$ cat config.mk
export PLATFORM = sky130hd
export DESIGN_NAME = json_byte_tokenizer
export DESIGN_NICKNAME = d
export VERILOG_FILES = /design/src/rtl/jbt_pkg.sv /design/src/rtl/jbt_scan.sv /design/src/rtl/jbt_obuf.sv /design/src/rtl/json_byte_tokenizer.sv
export SDC_FILE = /design/constraint.sdc
export NUM_CORES = 1
export LEC_CHECK = 0
export ABC_AREA = 0
export BUFFER_PORTS_ARGS = -buffer_cell sky130_fd_sc_hd__buf_2
export CORE_ASPECT_RATIO = 0.9
export CORE_MARGIN = 4
export CORE_UTILIZATION = 40
export CTS_BUF_LIST = sky130_fd_sc_hd__clkbuf_8 sky130_fd_sc_hd__clkbuf_16
export CTS_CLUSTER_DIAMETER = 60
export DETAILED_ROUTE_END_ITERATION = 8
export PLACE_DENSITY_LB_ADDON = 0.1
export SYNTH_ARGS = -nofsm -noshare
export SYNTH_HDL_FRONTEND = slang
export SYNTH_SLANG_ARGS = --single-unit
$ cat constraint.sdc
create_clock -name clk -period 17.09 [get_ports clk]
set_input_delay 2.5635 -clock clk [delete_from_list [all_inputs] [get_ports clk]]
set_output_delay 2.5635 -clock clk [all_outputs]
set_load 0.01 [all_outputs]
$ cat src/rtl/jbt_pkg.sv
// Shared types, character codes and keyword tables for the JSON byte tokenizer.
`timescale 1ns / 1ps
`default_nettype none

package jbt_pkg;

    // Default width of the offset and line counters
    localparam int OFFSET_BITS_DEF = 32;

    // Result slots per source byte: mode token, rescan token, flush token, end token
    localparam int SLOTS = 4;

    // Token kinds
    localparam logic [3:0] TK_ERROR  = 4'd0;
    localparam logic [3:0] TK_LBRACE = 4'd1;
    localparam logic [3:0] TK_RBRACE = 4'd2;
    localparam logic [3:0] TK_LBRACK = 4'd3;
    localparam logic [3:0] TK_RBRACK = 4'd4;
    localparam logic [3:0] TK_COLON  = 4'd5;
    localparam logic [3:0] TK_COMMA  = 4'd6;
    localparam logic [3:0] TK_STRING = 4'd7;
    localparam logic [3:0] TK_TRUE   = 4'd8;
    localparam logic [3:0] TK_FALSE  = 4'd9;
    localparam logic [3:0] TK_NULL   = 4'd10;
    localparam logic [3:0] TK_NUMBER = 4'd11;
    localparam logic [3:0] TK_END    = 4'd12;

    // Error kinds
    localparam logic [1:0] ERR_NONE       = 2'd0;
    localparam logic [1:0] ERR_UNEXPECTED = 2'd1;
    localparam logic [1:0] ERR_KEYWORD    = 2'd2;

    // Keyword selectors
    localparam logic [1:0] KW_TRUE  = 2'd0;
    localparam logic [1:0] KW_FALSE = 2'd1;
    localparam logic [1:0] KW_NULL  = 2'd2;

    // Character codes
    localparam logic [7:0] CH_TAB    = 8'h09;
    localparam logic [7:0] CH_LF     = 8'h0A;
    localparam logic [7:0] CH_CR     = 8'h0D;
    localparam logic [7:0] CH_SPACE  = 8'h20;
    localparam logic [7:0] CH_QUOTE  = 8'h22;
    localparam logic [7:0] CH_PLUS   = 8'h2B;
    localparam logic [7:0] CH_COMMA  = 8'h2C;
    localparam logic [7:0] CH_MINUS  = 8'h2D;
    localparam logic [7:0] CH_DOT    = 8'h2E;
    localparam logic [7:0] CH_ZERO   = 8'h30;
    localparam logic [7:0] CH_ONE    = 8'h31;
    localparam logic [7:0] CH_NINE   = 8'h39;
    localparam logic [7:0] CH_COLON  = 8'h3A;
    localparam logic [7:0] CH_E_UP   = 8'h45;
    localparam logic [7:0] CH_LBRACK = 8'h5B;
    localparam logic [7:0] CH_BSLASH = 8'h5C;
    localparam logic [7:0] CH_RBRACK = 8'h5D;
    localparam logic [7:0] CH_A      = 8'h61;
    localparam logic [7:0] CH_E_LO   = 8'h65;
    localparam logic [7:0] CH_F      = 8'h66;
    localparam logic [7:0] CH_L      = 8'h6C;
    localparam logic [7:0] CH_N      = 8'h6E;
    localparam logic [7:0] CH_R      = 8'h72;
    localparam logic [7:0] CH_S      = 8'h73;
    localparam logic [7:0] CH_T      = 8'h74;
    localparam logic [7:0] CH_U      = 8'h75;
    localparam logic [7:0] CH_LBRACE = 8'h7B;
    localparam logic [7:0] CH_RBRACE = 8'h7D;

    // One result item
    typedef struct packed {
        logic [1:0]  err;
        logic [31:0] col;
        logic [31:0] line;
        logic [31:0] len;
        logic [31:0] start;
        logic [3:0]  kind;
    } res_t;

    // Number of bytes after the first letter of a keyword
    function automatic logic [2:0] kw_len(input logic [1:0] sel);
        logic [2:0] n;
        case (sel)
            KW_FALSE: n = 3'd4;
            default:  n = 3'd3;
        endcase
        return n;
    endfunction

    // Token kind of a keyword
    function automatic logic [3:0] kw_kind(input logic [1:0] sel);
        logic [3:0] k;
        case (sel)
            KW_FALSE: k = TK_FALSE;
            KW_NULL:  k = TK_NULL;
            default:  k = TK_TRUE;
        endcase
        return k;
    endfunction

    // Expected byte at a position of a keyword tail
    function automatic logic [7:0] kw_char(input logic [1:0] sel, input logic [2:0] pos);
        logic [7:0] c;
        c = 8'h00;
        case (sel)
            KW_FALSE:
            begin
                case (pos)
                    3'd0:    c = CH_A;
                    3'd1:    c = CH_L;
                    3'd2:    c = CH_S;
                    3'd3:    c = CH_E_LO;
                    default: c = 8'h00;
                endcase
            end
            KW_NULL:
            begin
                case (pos)
                    3'd0:    c = CH_U;
                    3'd1:    c = CH_L;
                    3'd2:    c = CH_L;
                    default: c = 8'h00;
                endcase
            end
            default:
            begin
                case (pos)
                    3'd0:    c = CH_R;
                    3'd1:    c = CH_U;
                    3'd2:    c = CH_E_LO;
                    default: c = 8'h00;
                endcase
            end
        endcase
        return c;
    endfunction

endpackage

`default_nettype wire

$ cat src/rtl/jbt_scan.sv
// Scanner state and per-byte token logic of the JSON byte tokenizer.
`timescale 1ns / 1ps
`default_nettype none

module jbt_scan #(
    parameter int OFFSET_BITS = jbt_pkg::OFFSET_BITS_DEF
) (
    input  wire logic                                   clk,
    input  wire logic                                   rst_n,
    input  wire logic                                   step,
    input  wire logic [7:0]                             byte_in,
    input  wire logic                                   eos_in,
    output jbt_pkg::res_t [jbt_pkg::SLOTS-1:0]          cand,
    output logic          [jbt_pkg::SLOTS-1:0]          cand_vld
);

    typedef logic [OFFSET_BITS-1:0] off_t;

    typedef enum logic [3:0] {
        M_IDLE    = 4'd0,
        M_STRING  = 4'd1,
        M_KEYWORD = 4'd2,
        M_MINUS   = 4'd3,
        M_ZERO    = 4'd4,
        M_INT     = 4'd5,
        M_FRAC    = 4'd6,
        M_EXP     = 4'd7,
        M_EXPD    = 4'd8
    } mode_t;

    mode_t      mode_reg, mode_next;
    logic       esc_reg, esc_next;
    logic [1:0] ksel_reg, ksel_next;
    logic [2:0] kprog_reg, kprog_next;
    off_t       pstart_reg, pstart_next;
    off_t       off_reg, off_next;
    off_t       lcnt_reg, lcnt_next;
    off_t       lbeg_reg, lbeg_next;

    off_t       nxt;
    logic       is_digit;

    // Saturate an offset to the 32-bit result fields
    function automatic logic [31:0] sat32(input off_t v);
        logic [63:0] w;
        w = 64'(v);
        return (w > 64'hFFFF_FFFF) ? 32'hFFFF_FFFF : w[31:0];
    endfunction

    // Increment, holding at all ones
    function automatic off_t inc_sat(input off_t v);
        return (v == '1) ? v : v + OFFSET_BITS'(1);
    endfunction

    // Distance from one offset to another, zero if negative
    function automatic off_t span(input off_t from, input off_t to);
        return (to >= from) ? to - from : '0;
    endfunction

    // Build one result item
    function automatic jbt_pkg::res_t mk_res(input logic [3:0] kind, input off_t start,
                                             input off_t len, input logic [1:0] err,
                                             input off_t lcnt, input off_t lbeg);
        jbt_pkg::res_t r;
        r.kind  = kind;
        r.start = sat32(start);
        r.len   = sat32(len);
        r.line  = sat32(lcnt);
        r.col   = sat32(span(lbeg, start));
        r.err   = err;
        return r;
    endfunction

    assign nxt      = inc_sat(off_reg);
    assign is_digit = byte_in inside {[jbt_pkg::CH_ZERO:jbt_pkg::CH_NINE]};

    // Scan one byte: pending token, rescan from idle, flush on the final byte
    always_comb
    begin
        logic       rescan;
        logic [2:0] kl;
        logic       a_vld, b_vld, c_vld;
        logic [3:0] a_kind, b_kind, c_kind;
        logic [1:0] a_err, b_err, c_err;
        off_t       a_len, c_len, b_start;

        mode_next   = mode_reg;
        esc_next    = esc_reg;
        ksel_next   = ksel_reg;
        kprog_next  = kprog_reg;
        pstart_next = pstart_reg;
        lcnt_next   = lcnt_reg;
        lbeg_next   = lbeg_reg;
        off_next    = nxt;
        rescan      = 1'b0;
        kl          = jbt_pkg::kw_len(ksel_reg);
        a_vld       = 1'b0;
        a_kind      = jbt_pkg::TK_NUMBER;
        a_err       = jbt_pkg::ERR_NONE;
        a_len       = span(pstart_reg, off_reg);
        b_vld       = 1'b0;
        b_kind      = jbt_pkg::TK_ERROR;
        b_err       = jbt_pkg::ERR_NONE;
        b_start     = off_reg;
        c_vld       = 1'b0;
        c_kind      = jbt_pkg::TK_NUMBER;
        c_err       = jbt_pkg::ERR_NONE;
        c_len       = '0;

        // Advance the pending token
        case (mode_reg)
            M_STRING:
            begin
                if (esc_reg && byte_in == jbt_pkg::CH_QUOTE)
                begin
                    esc_next = 1'b0;
                end
                else if (byte_in == jbt_pkg::CH_BSLASH)
                begin
                    esc_next = 1'b1;
                end
                else
                begin
                    esc_next = 1'b0;
                    if (byte_in == jbt_pkg::CH_QUOTE)
                    begin
                        a_vld     = 1'b1;
                        a_kind    = jbt_pkg::TK_STRING;
                        mode_next = M_IDLE;
                    end
                end
            end
            M_KEYWORD:
            begin
                if (kprog_reg < kl && byte_in == jbt_pkg::kw_char(ksel_reg, kprog_reg))
                begin
                    if (kprog_reg + 3'd1 >= kl)
                    begin
                        a_vld      = 1'b1;
                        a_kind     = jbt_pkg::kw_kind(ksel_reg);
                        a_len      = OFFSET_BITS'(kl) + OFFSET_BITS'(1);
                        mode_next  = M_IDLE;
                        kprog_next = 3'd0;
                    end
                    else
                    begin
                        kprog_next = kprog_reg + 3'd1;
                    end
                end
                else
                begin
                    a_vld      = 1'b1;
                    a_kind     = jbt_pkg::TK_ERROR;
                    a_err      = jbt_pkg::ERR_KEYWORD;
                    kprog_next = 3'd0;
                    rescan     = 1'b1;
                end
            end
            M_MINUS:
            begin
                if (byte_in == jbt_pkg::CH_ZERO)
                begin
                    mode_next = M_ZERO;
                end
                else if (is_digit)
                begin
                    mode_next = M_INT;
                end
                else
                begin
                    a_vld  = 1'b1;
                    a_kind = jbt_pkg::TK_ERROR;
                    a_err  = jbt_pkg::ERR_UNEXPECTED;
                    a_len  = OFFSET_BITS'(1);
                    rescan = 1'b1;
                end
            end
            M_ZERO, M_INT, M_FRAC:
            begin
                if (is_digit && mode_reg != M_ZERO)
                begin
                    mode_next = mode_reg;
                end
                else if (byte_in == jbt_pkg::CH_DOT && mode_reg != M_FRAC)
                begin
                    mode_next = M_FRAC;
                end
                else if (byte_in == jbt_pkg::CH_E_LO || byte_in == jbt_pkg::CH_E_UP)
                begin
                    mode_next = M_EXP;
                end
                else
                begin
                    a_vld  = 1'b1;
                    rescan = 1'b1;
                end
            end
            M_EXP:
            begin
                if (byte_in == jbt_pkg::CH_PLUS || byte_in == jbt_pkg::CH_MINUS || is_digit)
                begin
                    mode_next = M_EXPD;
                end
                else
                begin
                    a_vld  = 1'b1;
                    rescan = 1'b1;
                end
            end
            M_EXPD:
            begin
                if (!is_digit)
                begin
                    a_vld  = 1'b1;
                    rescan = 1'b1;
                end
            end
            default:
            begin
                rescan = 1'b1;
            end
        endcase

        // Rescan the byte as the start of a new token
        if (rescan)
        begin
            mode_next = M_IDLE;
            case (byte_in) inside
                jbt_pkg::CH_SPACE, jbt_pkg::CH_TAB, jbt_pkg::CH_CR:
                begin
                    mode_next = M_IDLE;
                end
                jbt_pkg::CH_LF:
                begin
                    lcnt_next = inc_sat(lcnt_reg);
                    lbeg_next = nxt;
                end
                jbt_pkg::CH_LBRACE:
                begin
                    b_vld  = 1'b1;
                    b_kind = jbt_pkg::TK_LBRACE;
                end
                jbt_pkg::CH_RBRACE:
                begin
                    b_vld  = 1'b1;
                    b_kind = jbt_pkg::TK_RBRACE;
                end
                jbt_pkg::CH_LBRACK:
                begin
                    b_vld  = 1'b1;
                    b_kind = jbt_pkg::TK_LBRACK;
                end
                jbt_pkg::CH_RBRACK:
                begin
                    b_vld  = 1'b1;
                    b_kind = jbt_pkg::TK_RBRACK;
                end
                jbt_pkg::CH_COLON:
                begin
                    b_vld  = 1'b1;
                    b_kind = jbt_pkg::TK_COLON;
                end
                jbt_pkg::CH_COMMA:
                begin
                    b_vld  = 1'b1;
                    b_kind = jbt_pkg::TK_COMMA;
                end
                jbt_pkg::CH_QUOTE:
                begin
                    mode_next   = M_STRING;
                    esc_next    = 1'b0;
                    pstart_next = nxt;
                end
                jbt_pkg::CH_T, jbt_pkg::CH_F, jbt_pkg::CH_N:
                begin
                    mode_next   = M_KEYWORD;
                    kprog_next  = 3'd0;
                    pstart_next = off_reg;
                    if (byte_in == jbt_pkg::CH_T)
                    begin
                        ksel_next = jbt_pkg::KW_TRUE;
                    end
                    else if (byte_in == jbt_pkg::CH_F)
                    begin
                        ksel_next = jbt_pkg::KW_FALSE;
                    end
                    else
                    begin
                        ksel_next = jbt_pkg::KW_NULL;
                    end
                end
                jbt_pkg::CH_MINUS:
                begin
                    mode_next   = M_MINUS;
                    pstart_next = off_reg;
                end
                jbt_pkg::CH_ZERO:
                begin
                    mode_next   = M_ZERO;
                    pstart_next = off_reg;
                end
                [jbt_pkg::CH_ONE:jbt_pkg::CH_NINE]:
                begin
                    mode_next   = M_INT;
                    pstart_next = off_reg;
                end
                default:
                begin
                    b_vld  = 1'b1;
                    b_kind = jbt_pkg::TK_ERROR;
                    b_err  = jbt_pkg::ERR_UNEXPECTED;
                end
            endcase
        end

        // Flush what is still pending on the final byte
        if (eos_in)
        begin
            case (mode_next)
                M_STRING:
                begin
                    c_vld  = 1'b1;
                    c_kind = jbt_pkg::TK_STRING;
                    c_len  = span(pstart_next, nxt);
                end
                M_KEYWORD:
                begin
                    c_vld  = 1'b1;
                    c_kind = jbt_pkg::TK_ERROR;
                    c_err  = jbt_pkg::ERR_KEYWORD;
                    c_len  = span(pstart_next, nxt);
                end
                M_MINUS:
                begin
                    c_vld  = 1'b1;
                    c_kind = jbt_pkg::TK_ERROR;
                    c_err  = jbt_pkg::ERR_UNEXPECTED;
                    c_len  = OFFSET_BITS'(1);
                end
                M_ZERO, M_INT, M_FRAC, M_EXP, M_EXPD:
                begin
                    c_vld  = 1'b1;
                    c_len  = span(pstart_next, nxt);
                end
                default:
                begin
                    c_vld = 1'b0;
                end
            endcase
        end

        // Result candidates in emission order
        cand[0]  = mk_res(a_kind, pstart_reg, a_len, a_err, lcnt_reg, lbeg_reg);
        cand[1]  = mk_res(b_kind, b_start, OFFSET_BITS'(1), b_err, lcnt_reg, lbeg_reg);
        cand[2]  = mk_res(c_kind, pstart_next, c_len, c_err, lcnt_next, lbeg_next);
        cand[3]  = mk_res(jbt_pkg::TK_END, nxt, '0, jbt_pkg::ERR_NONE, lcnt_next, lbeg_next);
        cand_vld = {eos_in, c_vld, b_vld, a_vld};

        // Return to reset after the final byte
        if (eos_in)
        begin
            mode_next   = M_IDLE;
            esc_next    = 1'b0;
            ksel_next   = jbt_pkg::KW_TRUE;
            kprog_next  = 3'd0;
            pstart_next = '0;
            off_next    = '0;
            lcnt_next   = '0;
            lbeg_next   = '0;
        end
    end

    // Hold scanner state, advance once per scanned byte
    always_ff @(posedge clk or negedge rst_n)
    begin
        if (!rst_n)
        begin
            mode_reg   <= M_IDLE;
            esc_reg    <= 1'b0;
            ksel_reg   <= jbt_pkg::KW_TRUE;
            kprog_reg  <= 3'd0;
            pstart_reg <= '0;
            off_reg    <= '0;
            lcnt_reg   <= '0;
            lbeg_reg   <= '0;
        end
        else if (step)
        begin
            mode_reg   <= mode_next;
            esc_reg    <= esc_next;
            ksel_reg   <= ksel_next;
            kprog_reg  <= kprog_next;
            pstart_reg <= pstart_next;
            off_reg    <= off_next;
            lcnt_reg   <= lcnt_next;
            lbeg_reg   <= lbeg_next;
        end
    end

endmodule

`default_nettype wire

$ cat src/rtl/jbt_obuf.sv
// Result buffer: holds the tokens of one byte and drains them in order.
`timescale 1ns / 1ps
`default_nettype none

module jbt_obuf (
    input  wire logic                                  clk,
    input  wire logic                                  rst_n,
    input  wire logic                                  load,
    input  wire jbt_pkg::res_t [jbt_pkg::SLOTS-1:0]    cand,
    input  wire logic          [jbt_pkg::SLOTS-1:0]    cand_vld,
    output logic                                       free,
    output logic                                       res_valid,
    input  wire logic                                  res_ready,
    output jbt_pkg::res_t                              res,
    output logic                                       res_last
);

    jbt_pkg::res_t [jbt_pkg::SLOTS-1:0] slot_reg;
    logic [jbt_pkg::SLOTS-1:0]          mask_reg, mask_next;
    logic [$clog2(jbt_pkg::SLOTS)-1:0]  sel;

    // Pick the oldest pending slot
    always_comb
    begin
        sel = '0;
        for (int i = jbt_pkg::SLOTS - 1; i >= 0; i--)
        begin
            if (mask_reg[i])
            begin
                sel = ($clog2(jbt_pkg::SLOTS))'(i);
            end
        end
    end

    assign res_valid = |mask_reg;
    assign res_last  = res_valid && ((mask_reg & (mask_reg - 1'b1)) == '0);
    assign res       = slot_reg[sel];
    assign free      = !res_valid || (res_last && res_ready);

    // Load a new set of results or drop the one just taken
    always_comb
    begin
        mask_next = mask_reg;
        if (load)
        begin
            mask_next = cand_vld;
        end
        else if (res_valid && res_ready)
        begin
            mask_next = mask_reg & (mask_reg - 1'b1);
        end
    end

    always_ff @(posedge clk or negedge rst_n)
    begin
        if (!rst_n)
        begin
            mask_reg <= '0;
        end
        else
        begin
            mask_reg <= mask_next;
        end
    end

    // Capture result payload
    always_ff @(posedge clk)
    begin
        if (load)
        begin
            slot_reg <= cand;
        end
    end

endmodule

`default_nettype wire

$ cat src/rtl/json_byte_tokenizer.sv
// Top level of the JSON byte tokenizer: input register, scanner, result buffer.
`timescale 1ns / 1ps
`default_nettype none

// JSON byte tokenizer. Source bytes enter on the s_ stream, one per transaction,
// with s_tlast on the final byte; tokens leave on the m_ stream with m_tlast on
// the last token that a byte causes. A byte is registered and scanned, and
// its tokens (none to three) land in a four-slot result buffer. The block
// takes one byte per cycle while each byte yields at most one token and the
// output is ready; the tokens of a byte leave one by one on the single output
// port, and the next byte is scanned in the cycle its last token is taken.
// Offsets and line counts are OFFSET_BITS wide and saturate; results are
// clipped to 32 bits. After the final byte all counters return to zero.
module json_byte_tokenizer #(
    parameter int OFFSET_BITS = jbt_pkg::OFFSET_BITS_DEF
) (
    input  wire logic         clk,
    input  wire logic         rst_n,
    input  wire logic         s_tvalid,
    output logic              s_tready,
    input  wire logic [7:0]   s_tdata,   // [7:0] byte_value
    input  wire logic         s_tlast,   // end_of_source
    output logic              m_tvalid,
    input  wire logic         m_tready,
    output logic [127:0]      m_tdata,   // [31:0] token_start, [63:32] token_length,
                                         // [95:64] line_number, [127:96] column
    output logic [7:0]        m_tuser,   // [3:0] token_kind, [5:4] error_kind, [7:6] zero
    output logic              m_tlast    // last_result
);

    logic                               in_vld_reg;
    logic [7:0]                         in_byte_reg;
    logic                               in_eos_reg;
    logic                               free;
    logic                               step;
    jbt_pkg::res_t [jbt_pkg::SLOTS-1:0] cand;
    logic          [jbt_pkg::SLOTS-1:0] cand_vld;
    jbt_pkg::res_t                      res;

    // Scan the held byte once the buffer can take its tokens
    assign step     = in_vld_reg && free;
    assign s_tready = !in_vld_reg || step;

    always_ff @(posedge clk or negedge rst_n)
    begin
        if (!rst_n)
        begin
            in_vld_reg <= 1'b0;
        end
        else if (s_tvalid && s_tready)
        begin
            in_vld_reg <= 1'b1;
        end
        else if (step)
        begin
            in_vld_reg <= 1'b0;
        end
    end

    // Capture the transaction payload
    always_ff @(posedge clk)
    begin
        if (s_tvalid && s_tready)
        begin
            in_byte_reg <= s_tdata;
            in_eos_reg  <= s_tlast;
        end
    end

    jbt_scan #(
        .OFFSET_BITS (OFFSET_BITS)
    ) u_scan (
        .clk      (clk),
        .rst_n    (rst_n),
        .step     (step),
        .byte_in  (in_byte_reg),
        .eos_in   (in_eos_reg),
        .cand     (cand),
        .cand_vld (cand_vld)
    );

    jbt_obuf u_obuf (
        .clk       (clk),
        .rst_n     (rst_n),
        .load      (step),
        .cand      (cand),
        .cand_vld  (cand_vld),
        .free      (free),
        .res_valid (m_tvalid),
        .res_ready (m_tready),
        .res       (res),
        .res_last  (m_tlast)
    );

    // Pack the result fields
    assign m_tdata = {res.col, res.line, res.len, res.start};
    assign m_tuser = {2'b00, res.err, res.kind};

`ifndef SYNTHESIS
    // A held byte waits while the buffer still has more than its last token or that token is not taken
    ap_hold_byte: assert property (@(posedge clk) disable iff (!rst_n)
        in_vld_reg && !free |=> in_vld_reg)
        else $error("input byte dropped while result buffer busy");

    // The final byte always produces an end token
    ap_end_follows: assert property (@(posedge clk) disable iff (!rst_n)
        step && in_eos_reg |=> m_tvalid)
        else $error("no result after final byte");

    // Taking the last token with nothing new scanned empties the buffer
    ap_drain: assert property (@(posedge clk) disable iff (!rst_n)
        m_tvalid && m_tlast && m_tready && !step |=> !m_tvalid)
        else $error("result buffer not empty after last token");

    // A byte is scanned only when the output side can absorb its tokens
    ap_scan_free: assert property (@(posedge clk) disable iff (!rst_n)
        step |-> (!m_tvalid || (m_tlast && m_tready)))
        else $error("byte scanned over pending tokens");
`endif

endmodule

`default_nettype wire
==> results of run 1 <==
-- logic make-up after synthesis --
logic type | share of synthesized area (%)
simple gates | 18.89
compound gates | 18.35
flops | 44.04
buf+inv | 4.049
fa+ha+maj | 7.638
xor+xnor | 5.048
mux | 1.974
other cells | 0.01043
-- worst max-delay path: cells and delay by family, from the launching register on --
family          cells  cell delay, ps
compound gates     11            4700
fa+ha+maj           3             990
buf+inv             4             840
flops               1             410
simple gates        4             290
xor+xnor            1             170
-- synthesized netlist by cell type, types with 9 or more instances --
cell type,number,share of area [%]
a211o_1,9,0.22
a211oi_1,32,0.67
a21boi_0,9,0.19
a21o_1,78,1.6
a21oi_1,224,3.1
a21oi_2,30,0.73
a221o_1,12,0.33
a22o_1,23,0.56
a31oi_1,100,1.7
and2_1,29,0.50
and3_1,104,1.8
and4_1,22,0.54
buf_1,13,0.14
buf_2,18,0.25
clkbuf_1,159,1.7
dfrtp_1,143,10
edfxtp_1,408,34
ha_1,209,7.3
inv_1,170,1.8
mux2i_1,63,1.8
nand2_1,651,6.8
nand2b_1,30,0.52
nand3_1,75,1.0
nand3b_1,12,0.25
nand4_1,41,0.71
nor2_1,332,3.5
nor2b_1,44,0.77
nor3_1,62,0.86
nor4_1,22,0.38
o211ai_1,16,0.33
o21a_1,39,0.81
o21ai_0,195,2.7
o21bai_1,29,0.61
o22ai_1,68,1.2
o31a_1,9,0.22
o31ai_1,32,0.67
or2_2,9,0.16
or3_1,15,0.26
xnor2_1,125,3.0
xor2_1,79,1.9
-- metrics by stage --
step / utilization, % / setup WS [ps] / hold slack (ps)
6_report: 45.21 / 9386 / 520.2
5_1_grt: 45.21 / 8948 / 542.6
4_1_cts: 45.21 / 9580 / 513.4
3_5_place_dp: 42.46 / 9643 / 496.6
3_3_place_gp: 42.46 / 9610 / 519.4
2_1_floorplan: - / 1323 / 423.1
-- area by class of cell --
| class | count | area, µm² | area share [%] |
|---|---|---|---|
| repair buffers | 203 | 1157 | 2.868 |
| clock inverters | 51 | 520.5 | 1.290 |
| clock buffers | 80 | 1934 | 4.793 |
| multi-input cells | 2976 | 18800 | 46.59 |
| well taps | 1166 | 1459 | 3.615 |
| diodes | 1 | 2.502 | 0.006200 |
| inverters | 171 | 650.6 | 1.612 |
| flip-flops and latches | 551 | 15830 | 39.22 |
-- metal layers --
metal,part of all wire [%],wire [µm]
met5,0,0
met2,45,55750
met1,46,57180
met4,2.5,3083
met3,6.6,8230
-- placed cells by master (no fill, tap or decap), drive strengths merged, types with 79 or more instances in the layout --
master  netlist  final
nand2       651    651
edfxtp      408    408
nor2        333    333
a21oi       254    254
ha          209    209
buf          38    203
o21ai       202    202
inv         170    189
dfrtp       143    143
xnor2       126    126
and3        104    104
a31oi       100    100
clkbuf      160     80
xor2         79     79
-- worst max-delay path by stage --
stage,slack [ps],from,depth (start not counted),endpoint
2_1_floorplan,1320,m_tready,10,u_scan.pstart_reg[16]$_DFFE_PN0P_
3_3_place_gp,9610,u_scan.ksel_reg[1]$_DFFE_PN0P_,23,u_obuf.slot_reg[397]$_SDFFCE_PN0P_
3_5_place_dp,9640,u_scan.ksel_reg[1]$_DFFE_PN0P_,23,u_obuf.slot_reg[397]$_SDFFCE_PN0P_
4_1_cts,9580,u_scan.ksel_reg[1]$_DFFE_PN0P_,23,u_obuf.slot_reg[397]$_SDFFCE_PN0P_
5_1_grt,8950,u_scan.ksel_reg[1]$_DFFE_PN0P_,23,u_obuf.slot_reg[397]$_SDFFCE_PN0P_
6_report,9390,u_scan.ksel_reg[1]$_DFFE_PN0P_,23,u_obuf.slot_reg[397]$_SDFFCE_PN0P_
==> results by group, run 1 <==
Finish
  – Max reg flops: 399
  – Layout net count: ~4200
  – Number of fillers in the final layout: 8852
  – Finished Layout Cells: 5199
  – Layout cells sized above 1: 10.12%
  – Fin area: between 40000 and 50000 µm²
  – Area Growth Syn to Fin: 12.29%

CTS
  – Max clock buf depth: 3
  – Post-CTS Setup Bufs: 0
  – Clock latency on the worst-skew pair: roughly 630 ps
  – Clk slew on worst S/H paths: about 60 ps
  – Clock Sink Count: 551
  – Post_cts resized: 0
  – CTS buffer count: 71
  – CTS H-Tree Depth: 3
  – CTS root buf: clkbuf_16
  – TritonCTS clock tree: yes
  – Hold-fix buffer count after cts: 0

Setup path
  – Worst R2R Setup Slack: 9390 ps
  – CP peak stage delay: 1130 ps
  – Crit-path slowest cell: a2111oi_0
  – Startpoint types: flop
  – Crit Path Class: reg -> reg
  – Most frequent CP cell: ha_1
  – Worst r2r dst: u_obuf.slot_reg[397]$_SDFFCE_PN0P_
  – CP Cell Sequence: inv_1, ha_1, inv_1, ha_1, nand2_1, nor2_1, a2111oi_0, o211ai_1, o31ai_4, clkinv_2, o211ai_2, buf_4, o22a_1, ha_1, nor2b_1, o31ai_1, a211oi_1, a2111oi_0, o31ai_1, o221ai_1, o21ai_0, xnor2_1, nor2_1
  – CP arrival: 8060 ps
  – Reg-to-Reg Start: u_scan.ksel_reg[1]$_DFFE_PN0P_
  – Crit-path max FO: 17
  – Reg2Reg Depth: 23
  – Worst endpoint required time: 17450 ps
  – Setup crit end kind: flop

Die
  – Starting Density: 40.26%
  – Ports: 152
  – Die area: 94720 µm²
  – Die Width: 324.0 µm
  – Die H: 292.4 µm
  – Std-Cell Rows: about 100
  – Core area: 89270 µm²

Global routing
  – Initial antenna violation count: 6
  – Pin count of the biggest net entering global routing: 80
  – Met1 usage: 37.59%
  – Vias in the first global route: 28100
  – GR met3 Demand/Resource: between 4 and 5%
  – GRT Util Overall: about a quarter
  – GRT busiest layer: met2
  – Total gr overflow: 0
  – M2 GR Usage: 40.16%
  – First-pass GRT wire length: around 180000 µm

Logic synthesis
  – Cells after Synth: about 4000
  – Netlist Area Pre-Place: 35940 µm²
  – FF+latch count, synth: roughly 550
  – Count of cell types in the netlist: roughly 100
  – Synth warn: 0
  – Syn avg cell area: 9.228 µm²
  – Number of enable flip-flop cells after synthesis: 408
  – Async set or reset register ratio after synthesis: 25.95%
  – Most used DFF post-synth: edfxtp_1
  – Register area share after synthesis: 44.04%

Min path
  – Hold EP: u_scan.ksel_reg[0]$_DFFE_PN0P_
  – Worst hold start: u_scan.ksel_reg[0]$_DFFE_PN0P_
  – Tightest Hold Check Type: reg -> reg
  – Hold path depth: 2

Timing
  – Final setup skew: 27.10 ps
  – Crit path time final: 7704 ps
  – Slew Limit Fails: 0
  – RSZ-0062 raised after global routing: false
  – Max_slew headroom: 11.87%
  – Crit share post-route: 45.08%
  – Max Fclk: 0.1298 GHz
  – Slew at the pin closest to its max-slew limit: 1310 ps
  – Final Setup Violations: 0
  – Fin. Hold Viols: 0
  – TNS Setup: 0 ps

Detailed routing
  – WL/cell: 23.90 µm
  – Via Count: 30200
  – Via/cell ratio: 5.809
  – DRT Pass-1 Iters: 5
  – Initial DRC count: 3131
  – Routed Antenna Nets: 0
  – DRC Markers: 0
  – Final wirelength: 124200 µm

Run
  – Max-cap viol count: 0

Status
  – Status: finished clean

Placement
  – Placed cell count: between 5000 and 6000
  – Placer Congestion: 0.9197
  – Half-perimeter wire length after placement: about 90000 µm
  – Area post-placement: 37900 µm²
  – IO buf count: 149
Power of run 1 is not shown: default switching activity piles up to over one toggle a cycle in this logic, so the estimate is an artifact.
==> run 2: changes to the inputs <==
==> constraint.sdc (replaced) <==
create_clock -name clk -period 7 [get_ports clk]
set_input_delay 1.05 -clock clk [delete_from_list [all_inputs] [get_ports clk]]
set_output_delay 1.05 -clock clk [all_outputs]
set_load 0.01 [all_outputs]
==> run 2 against run 1 <==
- maximum frequency grew 17%
- core utilization is 0.37 points higher
- final area rose by 0.82%
- critical path depth grew 2
- routed wire length grew 1.8%
- register-to-register slack worse by 9000 ps
- sequential share of layout area down 0.32 points
- via count increased by 0.60%
- cell count is 0.75% higher
==> results by group, run 2 (synthesis results as in run 1) <==
Global routing
  – GRT Util Overall: 26.00%
  – Vias in the first global route: 28260
  – First-pass GRT wire length: 185900 µm
  – Pin count of the biggest net entering global routing: 134
  – Total gr overflow: 0
  – Initial antenna violation count: 3

Setup path
  – CP arrival: 6950 ps
  – CP peak stage delay: 500 ps
  – Setup crit end kind: flop
  – Reg-to-Reg Start: u_scan.ksel_reg[1]$_DFFE_PN0P_
  – CP startpoint: u_scan.ksel_reg[1]$_DFFE_PN0P_
  – Worst Path Buf+Inv: 7
  – Crit Path Class: reg -> reg
  – Most frequent CP cell: buf_4
  – Startpoint types: flop
  – Largest delay share family, worst path: compound AO/OA/AOI/OAI gates
  – Reg2Reg Depth: 25
  – WP depth: 25
  – Crit-path max FO: 33
  – Crit-path slowest cell: a2111oi_2
  – Worst endpoint required time: 7390 ps

Finish
  – Number of fillers in the final layout: 8726
  – Sequential Area: about 16000 µm²
  – Max reg flops: 399
  – Area Growth Syn to Fin: 13.21%
  – N_diodes: 0
  – Final Core Density: 45.58%
  – Layout cells sized above 1: 11.12%
  – Area of the multi-input gates: 18840 µm²
  – Highest-count cells in the layout ignoring fill and taps: nand2_1 (650), edfxtp_1 (408), nor2_1 (331), a21oi_1 (221), ha_1 (209)
  – Layout net count: 4245
  – Commonest non-fill, non-tap cell in the layout: nand2_1

Die
  – Die area: 94720 µm²
  – Die H: a little under 300 µm
  – Core area: 89270 µm²
  – Die Width: 324.0 µm
  – Std-Cell Rows: 104
  – Starting Density: about two fifths
  – Ports: 152

Timing
  – Final setup skew: 31.08 ps
  – Max_slew headroom: 14.65%
  – RSZ-0062 raised after global routing: false
  – Crit share post-route: 93.78%
  – TNS Setup: 0 ps
  – Fin. Hold Viols: 0
  – PnR worst setup slack: 435.3 ps
  – Slew at the pin closest to its max-slew limit: approximately 1300 ps
  – Max Fclk: roughly 0.15 GHz
  – Crit path time final: roughly 6600 ps
  – Slew Limit Fails: 0
  – Min Hold Slack: 446.6 ps
  – Final Setup Violations: 0

CTS
  – Clock latency on the worst-skew pair: roughly 640 ps
  – Clock Sink Count: 551
  – TritonCTS clock tree: yes
  – CTS buffer count: 71
  – Max clock buf depth: 3
  – Clk slew on worst S/H paths: around 60 ps
  – CTS H-Tree Depth: 3
  – Hold-fix buffer count after cts: 0
  – CTS root buf: clkbuf_16

Detailed routing
  – Routed Antenna Nets: 0
  – Via/cell ratio: 5.800
  – DRC Markers: 0
  – DRT Pass-1 Iters: 6
  – Final wirelength: 126500 µm
  – Initial DRC count: 2967
  – Via Count: 30380
  – WL/cell: between 20 and 25 µm

Placement
  – Placer Congestion: around 0.93
  – Half-perimeter wire length after placement: between 90000 and 100000 µm
  – Pre-CTS WS: -41.44 ps
  – IO buf count: 149

Run
  – Max-cap viol count: 0

Min path
  – Tightest Hold Check Type: in -> async

Status
  – Status: finished clean
run 2: cell count changes in the layout (fill, tap and decap cells not counted), sizes merged:
cell | previous run | this run
bufinv | 9 | 5
a21oi | 254 | 255
clkinv | 21 | 18
clkinvlp | 3 | 4
inv | 189 | 192
buf | 203 | 245
diode | 1 | 0
run 2: routing by layer:
metal,GRT usage (%),share of wire [%],up-vias,wire (µm)
met5,0,0,-,0
met4,6.457,2.3,0,2888
met3,3.627,5.8,153,7394
met2,41.18,45,980,57540
met1,37.66,46,14850,58650
li1,-,-,14400,-
run 2: final cells by class:
type	instances	area share (%)
Multi-Input combinational cell	2977	46.30
Clock inverter	48	1.018
Tap cell	1166	3.585
Timing Repair Buffer	245	3.844
Inverter	171	1.599
Clock buffer	80	4.754
Sequential cell	551	38.90
run 2: worst paths after layout:
check	to	slack, ps
max	u_obuf.slot_reg[397]$_SDFFCE_PN0P_	440
min	u_scan.kprog_reg[0]$_DFFE_PN0P_	450
max reg2reg	u_obuf.slot_reg[397]$_SDFFCE_PN0P_	440
min reg2reg	u_scan.lbeg_reg[27]$_DFFE_PN0P_	540
max in group asynchronous	u_scan.lbeg_reg[15]$_DFFE_PN0P_	5270
min in group clk	u_scan.lbeg_reg[27]$_DFFE_PN0P_	540
run 2: metrics by stage:
step / cells / instance area (µm²)
2_1_floorplan: 3896 / 35950
3_3_place_gp: 5108 / 38300
5_1_grt: 5238 / 40690
6_report: 5238 / 40690
4_1_cts: 5236 / 40650
3_5_place_dp: 5108 / 38300
run 2: repair_timing:
action / 4_1_cts / 5_1_grt
gates resized for setup: 1 / 11
buffers inserted: 0 / 1
pin swaps: 0 / 1
setup endpoints to repair: 2 / 52
cloned: 0 / 1
Power of run 2 is left out for the same reason.
